## src/design/skt_pkg.sv

```systemverilog
// Shared types and constants for the sorted key table.
// Used by every module of the block but skt_ram; depends on nothing.
`default_nettype none

package skt_pkg;

   localparam int CAPACITY    = 512;
   localparam int KEY_BITS    = 32;
   localparam int HANDLE_BITS = 32;
   localparam int KIND_BITS   = 2;
   localparam int STATUS_BITS = 3;
   localparam int SLOT_BITS   = 9;
   localparam int IDX_BITS    = $clog2(CAPACITY);
   localparam int CNT_BITS    = $clog2(CAPACITY + 1);

   localparam logic REQ_FIND   = 1'b0;
   localparam logic REQ_INSERT = 1'b1;

   typedef enum logic [STATUS_BITS-1:0] {
      ST_FOUND     = 3'd0,
      ST_MISS      = 3'd1,
      ST_INSERTED  = 3'd2,
      ST_DUPLICATE = 3'd3,
      ST_FULL      = 3'd4
   } status_type;

   typedef struct packed {
      logic [KEY_BITS-1:0]    key;
      logic [KIND_BITS-1:0]   kind;
      logic [HANDLE_BITS-1:0] handle;
   } entry_type;

   localparam int ENTRY_BITS = $bits(entry_type);

   // controller -> datapath
   typedef struct packed {
      logic       accept;     // latch request, open search window
      logic       rd_mid;     // read probe entry
      logic       rd_lo;      // read lower-bound entry
      logic       rd_last;    // read top entry, start of shift
      logic       rd_shift;   // read next entry down during shift
      logic       probe_step; // narrow search window
      logic       set_ptr;    // shift pointer to count
      logic       shift_wr;   // move entry up one place
      logic       new_wr;     // write new entry, bump count
      logic       res_load;   // capture pending result
      status_type res_status;
      logic       out_load;   // move pending result to output
   } cmd_type;

   // datapath -> controller
   typedef struct packed {
      logic lo_lt_hi;
      logic hit;
      logic is_insert;
      logic full;
      logic lo_eq_count;
      logic shift_last;
      logic out_free;
   } sts_type;

endpackage

`default_nettype wire

```

## src/design/skt_ctrl.sv

```systemverilog
// Sequencing state machine for search, shift and result hand-off.
// Depends on skt_pkg.
`default_nettype none

module skt_ctrl (
   input  wire logic             clock,
   input  wire logic             reset,
   input  wire logic             req_valid,
   output logic                  req_ready,
   input  wire skt_pkg::sts_type sts,
   output skt_pkg::cmd_type      cmd
);
   import skt_pkg::*;

   typedef enum logic [6:0] {
      S_IDLE   = 7'b0000001,
      S_SEARCH = 7'b0000010,
      S_PROBE  = 7'b0000100,
      S_CHECK  = 7'b0001000,
      S_SHIFT  = 7'b0010000,
      S_WRITE  = 7'b0100000,
      S_DONE   = 7'b1000000
   } state_type;

   state_type state_ff, state_in;

   assign req_ready = (state_ff == S_IDLE);

   always_comb begin
      state_in       = state_ff;
      cmd            = '0;
      cmd.res_status = ST_MISS;
      unique case (state_ff)
         S_IDLE: begin
            if (req_valid) begin
               cmd.accept = 1'b1;
               state_in   = S_SEARCH;
            end
         end
         S_SEARCH: begin
            if (sts.lo_lt_hi) begin
               cmd.rd_mid = 1'b1;
               state_in   = S_PROBE;
            end else begin
               cmd.rd_lo = 1'b1;
               state_in  = S_CHECK;
            end
         end
         S_PROBE: begin
            cmd.probe_step = 1'b1;
            state_in       = S_SEARCH;
         end
         S_CHECK: begin
            priority if (!sts.is_insert) begin
               cmd.res_load   = 1'b1;
               cmd.res_status = sts.hit ? ST_FOUND : ST_MISS;
               state_in       = S_DONE;
            end else if (sts.hit) begin
               cmd.res_load   = 1'b1;
               cmd.res_status = ST_DUPLICATE;
               state_in       = S_DONE;
            end else if (sts.full) begin
               cmd.res_load   = 1'b1;
               cmd.res_status = ST_FULL;
               state_in       = S_DONE;
            end else if (sts.lo_eq_count) begin
               state_in = S_WRITE;
            end else begin
               cmd.rd_last = 1'b1;
               cmd.set_ptr = 1'b1;
               state_in    = S_SHIFT;
            end
         end
         S_SHIFT: begin
            cmd.shift_wr = 1'b1;
            if (sts.shift_last) begin
               state_in = S_WRITE;
            end else begin
               cmd.rd_shift = 1'b1;
            end
         end
         S_WRITE: begin
            cmd.new_wr     = 1'b1;
            cmd.res_load   = 1'b1;
            cmd.res_status = ST_INSERTED;
            state_in       = S_DONE;
         end
         S_DONE: begin
            if (sts.out_free) begin
               cmd.out_load = 1'b1;
               state_in     = S_IDLE;
            end
         end
         default: begin
            state_in = S_IDLE;
         end
      endcase
   end

   always_ff @(posedge clock) begin
      if (reset) begin
         state_ff <= S_IDLE;
      end else begin
         state_ff <= state_in;
      end
   end

endmodule

`default_nettype wire

```

## config.mk

```make
export PLATFORM = sky130hd
export DESIGN_NAME = skt_ctrl
export DESIGN_NICKNAME = d
export VERILOG_FILES = /design/src/design/skt_pkg.sv /design/src/design/skt_ctrl.sv
export SDC_FILE = /design/constraint.sdc
export NUM_CORES = 1
export LEC_CHECK = 0
export ABC_AREA = 1
export BUFFER_PORTS_ARGS = -buffer_cell sky130_fd_sc_hd__buf_2
export CAP_MARGIN = 0
export CORE_AREA = 4 4 41 43
export DETAILED_ROUTE_END_ITERATION = 6
export DIE_AREA = 0 0 45 47
export PLACE_DENSITY = 0.73
export SYNTH_ARGS = -nofsm -noshare
export SYNTH_HDL_FRONTEND = slang
export SYNTH_SLANG_ARGS = --single-unit
```

## constraint.sdc

```tcl
create_clock -name clock -period 1.35 [get_ports clock]
set_input_delay 0.27 -clock clock [delete_from_list [all_inputs] [get_ports clock]]
set_output_delay 0.27 -clock clock [all_outputs]
set_load 0.05 [all_outputs]
```

==> qor.yml, run 1 <==
status: "stopped before the end"
lastStage: "5_1_grt"
error: "[ERROR DPL-0038] Utilization greater than 100%, impossible to legalize"
syn_nets: 101
synth_ff_type: "dfxtp_1"
ys_top_cells_by_count: "inv_1 (15), nand2_1 (15), nor2_1 (12)"
yosysSeqAreaShare_pct: 24.56
ys_async_sr_fraction_pct: 0
cts_sinks: 7
synthCells: 91
initial_core_util_pct: 43.85
die_w_um: 45
synth_edf_count: 0
synth_area_leaders: "dfxtp_1 (25%), inv_1 (9.9%), nand2_1 (9.9%)"
ios: 25
rows: 13
grt_max_degree: 6
ys_types: 23
syn_area_per_cell_sq_um: 6.270
ys_ff_latch: 7
syn_area_sq_um: 570.5
grt-worst-endpoint: "cmd[1]"
hold_buffers: 0
dp_hpwl_um: 1403
yosysTopAreaCell: "dfxtp_1"
place_congestion: 0.8081
io_buffers: 24
cts_buffer_depth: 2
cts_buffers: 3
ys_warn_count: 0
htreeDepth: 1
yosys.area.top_type_share_pct: 24.56
cts_root_buf: "clkbuf_4"
worst-ep-kind: "output port"
die_h_um: 47
[kinds of logic after synthesis]
logic type      Yosys count  share of synthesized area [%]
compound gates            7                          7.677
buf+inv                  23                          15.79
flops                     7                          24.56
simple gates             54                          51.97
[per-stage QoR]
step | utilization (%) | worst slack, ps | TNS (ps) | cell area, sq um | std cells
4_1_cts | 91.15 | -300.1 | -3561 | 1186 | 161
3_3_place_gp | 74.23 | -144.3 | -1157 | 965.9 | 151
2_1_floorplan | - | -181.6 | -761.0 | 676.9 | 91
3_5_place_dp | 74.23 | -138.8 | -1450 | 965.9 | 151
[timing repair]
action / in CTS
pin swaps: 7
setup endpoints to repair: 17
gates resized for setup: 48
buffers inserted: 6
==> inputs of run 2 (changes only) <==
- CORE_AREA: 4 4 41 43 -> 4 4 65 67
- DIE_AREA: 0 0 45 47 -> 0 0 69 71
- PLACE_DENSITY: 0.73 -> default
- PLACE_DENSITY_LB_ADDON: default -> 0.15
==> run 2 against run 1 <==
Net effect: the flow now finishes, with violations (negative setup slack); synthesized cell count unchanged; area after synthesis unchanged.
==> qor.yml, run 2 <==
crit_required_ps: 1080
syn_area_per_cell_sq_um: 6.270
finalNetCount: 165
die_h_um: 71
ios: 25
largest_reg_flops: 7
initial_core_util_pct: 15.70
place_congestion: 0.7599
clk_latency_ps: 230
grt_usage_pct: 8.650
yosysTopAreaCell: "dfxtp_1"
finalNonFillerCells: 202
use_met1_pct: 9.320
yosys.area.top_type_share_pct: 24.56
fin_skew_ps: 1.731
cp_max_fo: 3
rows: 22
drt-total-wl_um: 2027
relSlewSlack_pct: 78.35
ys_ff_latch: 7
grt_setup_unrepaired: "yes"
firstDrtPassIters: 2
ys_types: 23
crit_type: "flip-flop to primary output"
grt_overflow: 0
setup_viol: 21
fin_crit_sh_pct: 121.5
hold_class: "input pin to flip-flop"
fmax_mhz: 609.7
core_area_sq_um: 3633
cp-start-kind: "flip-flop"
leakage_nw: 0.7161
dp_hpwl_um: 1558
cts_buffer_depth: 2
dp_cells: 187
gr-usage-met3_pct: 1.705
top_regs: "state_ff x7"
drtIter0Drc: 5
die_area_sq_um: 4899
grtUsageMet2_pct: 15.89
syn_area_sq_um: 570.5
num_vias: 784
cts_sinks: 7
worst_slack_ps: -290.2
cp.arrival_ps: 1370
final_cell_mix: "buf_4 (34), nor2_4 (11), buf_6 (10), nand2_4 (9), buf_2 (9)"
cts_tree: "yes"
top_usage_layer: "met2"
die_w_um: 69
grt_max_degree: 6
grt_pass1_vias: 866
cp_top_family: "buffers and inverters"
htreeDepth: 1
vdd_ir_drop_max_uv: 318.0
via_per_inst: 3.881
ys_warn_count: 0
status: "finished, violations left"
yosysSeqAreaShare_pct: 24.56
violations: "negative setup slack"
end_kind: "primary output"
synth_area_leaders: "dfxtp_1 (25%), inv_1 (9.9%), nand2_1 (9.9%)"
cts_buffers: 3
drive_gt1_share_pct: 80.52
largest-register: "state_ff"
final.min_clock_period_ps: 1640
synth_edf_count: 0
cp_slowest_cell: "dfxtp_2"
ys_async_sr_fraction_pct: 0
post-route-util_pct: 38.95
antenna_found_initial: 0
hold_buffers: 0
cp.buffers_inverters: 5
p_total_w: 0.001142
synthCells: 91
powerDensity_nw_per_um2: 806.9
worstMarginPinSlew_ps: 322.3
slowest_delay_ps: 320
final_common_cell: "buf_4"
synth_ff_type: "dfxtp_1"
place_ws_ps: -147.6
clk_pin_slew_ps: 40
maxCapViolCount: 0
io_buffers: 24
path_cells: "inv_2 -> nand2_4 -> buf_6 -> nor2_4 -> buf_4 -> nand3b_4 -> inv_1 -> buf_6"
timing.hold.ws_ps: 253.2
syn_to_final_growth_pct: 148.0
syn_nets: 101
slew_viol_final: 0
postRouteAntennaNets: 0
drc: 0
grt_pass1_wl_um: 3463
path_common_cell: "buf_6"
cts_root_buf: "clkbuf_8"
hold_violations: 0
antenna-diode-count: 0
wl_per_cell_um: 10.03
ys_top_cells_by_count: "inv_1 (15), nand2_1 (15), nor2_1 (12)"
[run 2: cell counts after synthesis]
No cell type changed its count.
[run 2: worst paths after layout]
check	to	slack, ps	depth (start not counted)	start
worst max-delay path	cmd[9]	-290	8	state_ff[0]
worst min-delay path	state_ff[2]	250	2	reset
worst max register to register	state_ff[4]	-100	12	state_ff[0]
worst min register to register	state_ff[6]	770	5	state_ff[5]
[run 2: layer usage]
metal	share of wire, %	up-vias
li1	-	402
met2	54	21
met5	0	-
met1	40	359
met4	1.2	0
met3	5.0	2
[run 2: power by group]
part | leakage, nW | switching [W] | internal [W]
Combinational | 0.634 | 0.000328 | 0.000285
Clock | 0.0228 | 0.0000885 | 0.000204
Sequential | 0.0596 | 0.0000104 | 0.000226
Total | 0.716 | 0.000427 | 0.000715
[run 2: area by class of cell]
type                       instances  area, sq um
fill                             396         2218
tap                               48        60.06
multi-input combinational         61        543.0
inverter                          22        100.1
clock buffer                       4        45.04
sequential                         7        148.9
timing repair buffer              60        518.0
[run 2: cell families (layout without fill, tap and decap cells)]
kind of cell	count (synthesis)	in the layout	share of synthesized area (%)
DFF	7	7	24.56
AOI/OAI and AO/OA	7	7	7.677
and+or+nand+nor	54	54	51.97
buffers and inverters	23	86	15.79
[run 2: per-stage QoR]
| stage | instance area, sq um | TNS, ps |
|---|---|---|
| floorplan | 676.9 | -761.0 |
| detailed placement | 1030 | -1692 |
| CTS | 1360 | -3290 |
| finish | 1415 | -3468 |
| global route | 1415 | -4983 |
| global placement | 1030 | -1678 |
[run 2: what timing repair did]
action | in CTS | in global routing
resized for setup | 65 | 10
setup endpoints to repair | 20 | 22
setup buffers | 9 | 2
pin swaps | 16 | 4
Power figures use the tool's default switching activity.
==> inputs of run 3 (changes only) <==
- MAX_ROUTING_LAYER: default -> met4
==> run 3 against run 2 <==
Net effect: the flow still finishes with violations (negative setup slack); clock-buffer cell count unchanged; combinational power about the same; global-route usage increased by 0.26 points; core utilization unchanged; critical endpoint unchanged; largest cell class unchanged.
==> qor.yml, run 3 (synthesis results as in run 2) <==
status: "finished, violations left"
violations: "negative setup slack"
cp-start-kind: "flip-flop"
antenna-diode-count: 0
ios: 25
via_per_inst: 3.856
clk_pin_slew_ps: 40
grt_pass1_vias: 865
cp_slowest_cell: "dfxtp_2"
maxCapViolCount: 0
drt-total-wl_um: 2013
place_congestion: 0.7699
cp.arrival_ps: 1370
cts_buffers: 3
setup_viol: 21
hold_class: "input pin to flip-flop"
io_buffers: 24
dp_hpwl_um: 1558
drtIter0Drc: 5
fin_skew_ps: 1.731
finalNetCount: 165
postRouteAntennaNets: 0
relSlewSlack_pct: 78.35
vdd_ir_drop_max_uv: 317.9
cp_max_fo: 3
cts_sinks: 7
largest-register: "state_ff"
ff2ff_setup_slack_ps: -100
path_common_cell: "buf_6"
num_vias: 779
worst_slack_ps: -289.8
drc: 0
cts_tree: "yes"
grt_pass1_wl_um: 3463
die_h_um: 71
clk_latency_ps: 230
core_area_sq_um: 3633
hold_violations: 0
fillers: 396
grt_setup_unrepaired: "yes"
leakage_nw: 0.7161
slowest_delay_ps: 320
final_common_cell: "buf_4"
largest_reg_flops: 7
die_area_sq_um: 4899
fin_crit_sh_pct: 121.5
grt_usage_pct: 8.909
antenna_found_initial: 0
htreeDepth: 1
drive_gt1_share_pct: 80.52
die_w_um: 69
firstDrtPassIters: 2
post-route-util_pct: 38.95
fmax_mhz: 609.8
crit_type: "flip-flop to primary output"
cts_buffer_depth: 2
grt_overflow: 0
initial_core_util_pct: 15.70
syn_to_final_growth_pct: 148.0
worstMarginPinSlew_ps: 322.3
timing.hold.ws_ps: 251.3
top_regs: "state_ff x7"
final_cell_mix: "buf_4 (34), nor2_4 (11), buf_6 (10), nand2_4 (9), buf_2 (9)"
final.min_clock_period_ps: 1640
grt_max_degree: 6
path_cells: "inv_2 -> nand2_4 -> buf_6 -> nor2_4 -> buf_4 -> nand3b_4 -> inv_1 -> buf_6"
end_kind: "primary output"
rows: 22
slew_viol_final: 0
wl_per_cell_um: 9.965
crit_required_ps: 1080
cts_root_buf: "clkbuf_8"
powerDensity_nw_per_um2: 806.8
-- run 3: cell counts in the layout (fill, tap and decap cells not counted) --
No cell type changed its count.
-- run 3: critical path: cells and delay by family, from the launching register on --
kind,cells,cell delay (ps)
flops,1,320
buf+inv,5,550
simple gates,3,270
-- run 3: worst paths after layout --
path | startpoint | endpoint | depth (start not counted)
setup / recovery | state_ff[0] | cmd[9] | 8
setup reg to reg | state_ff[0] | state_ff[4] | 12
hold / removal | reset | state_ff[2] | 2
hold reg to reg | state_ff[5] | state_ff[6] | 5
-- run 3: cell type report --
class,instances,area [sq um],area share (%)
Clock buffer,4,45.04,3.183
Multi-Input combinational cell,61,543.0,38.37
Timing Repair Buffer,60,518.0,36.60
Sequential cell,7,148.9,10.52
Tap cell,48,60.06,4.244
Inverter,22,100.1,7.073
-- run 3: routing by layer --
layer  global-route usage (%)  up-vias  routed length [um]
met5                        -        -                   0
met1                    9.320      354                 800
met2                    15.89       19                1073
met3                    1.705        4                 101
met4                    4.555        0                  38
li1                         -      402                   -
-- run 3: report_power, final --
part           switching, W  internal, W
Clock             0.0000885     0.000204
Combinational      0.000328     0.000285
Sequential        0.0000104     0.000226
-- run 3: repair_timing --
item | 4_1_cts | 5_1_grt
gates cloned | 0 | 0
buffers inserted | 9 | 2
hold buffers | 0 | 0
pin swaps | 16 | 4
setup endpoints to repair | 20 | 22
gates resized for setup | 65 | 10
-- run 3: per-stage QoR --
step / total power, W / TNS (ps) / instances / instance area [sq um] / worst slack [ps]
3_5_place_dp: 0.0006734 / -1692 / 187 / 1030 / -147.6
3_3_place_gp: 0.0006738 / -1678 / 187 / 1030 / -180.5
6_report: 0.001142 / -3466 / 202 / 1415 / -289.8
2_1_floorplan: 0.0005005 / -761.0 / 91 / 676.9 / -181.6
4_1_cts: 0.001133 / -3290 / 200 / 1360 / -296.7
5_1_grt: 0.001215 / -4983 / 202 / 1415 / -360.2
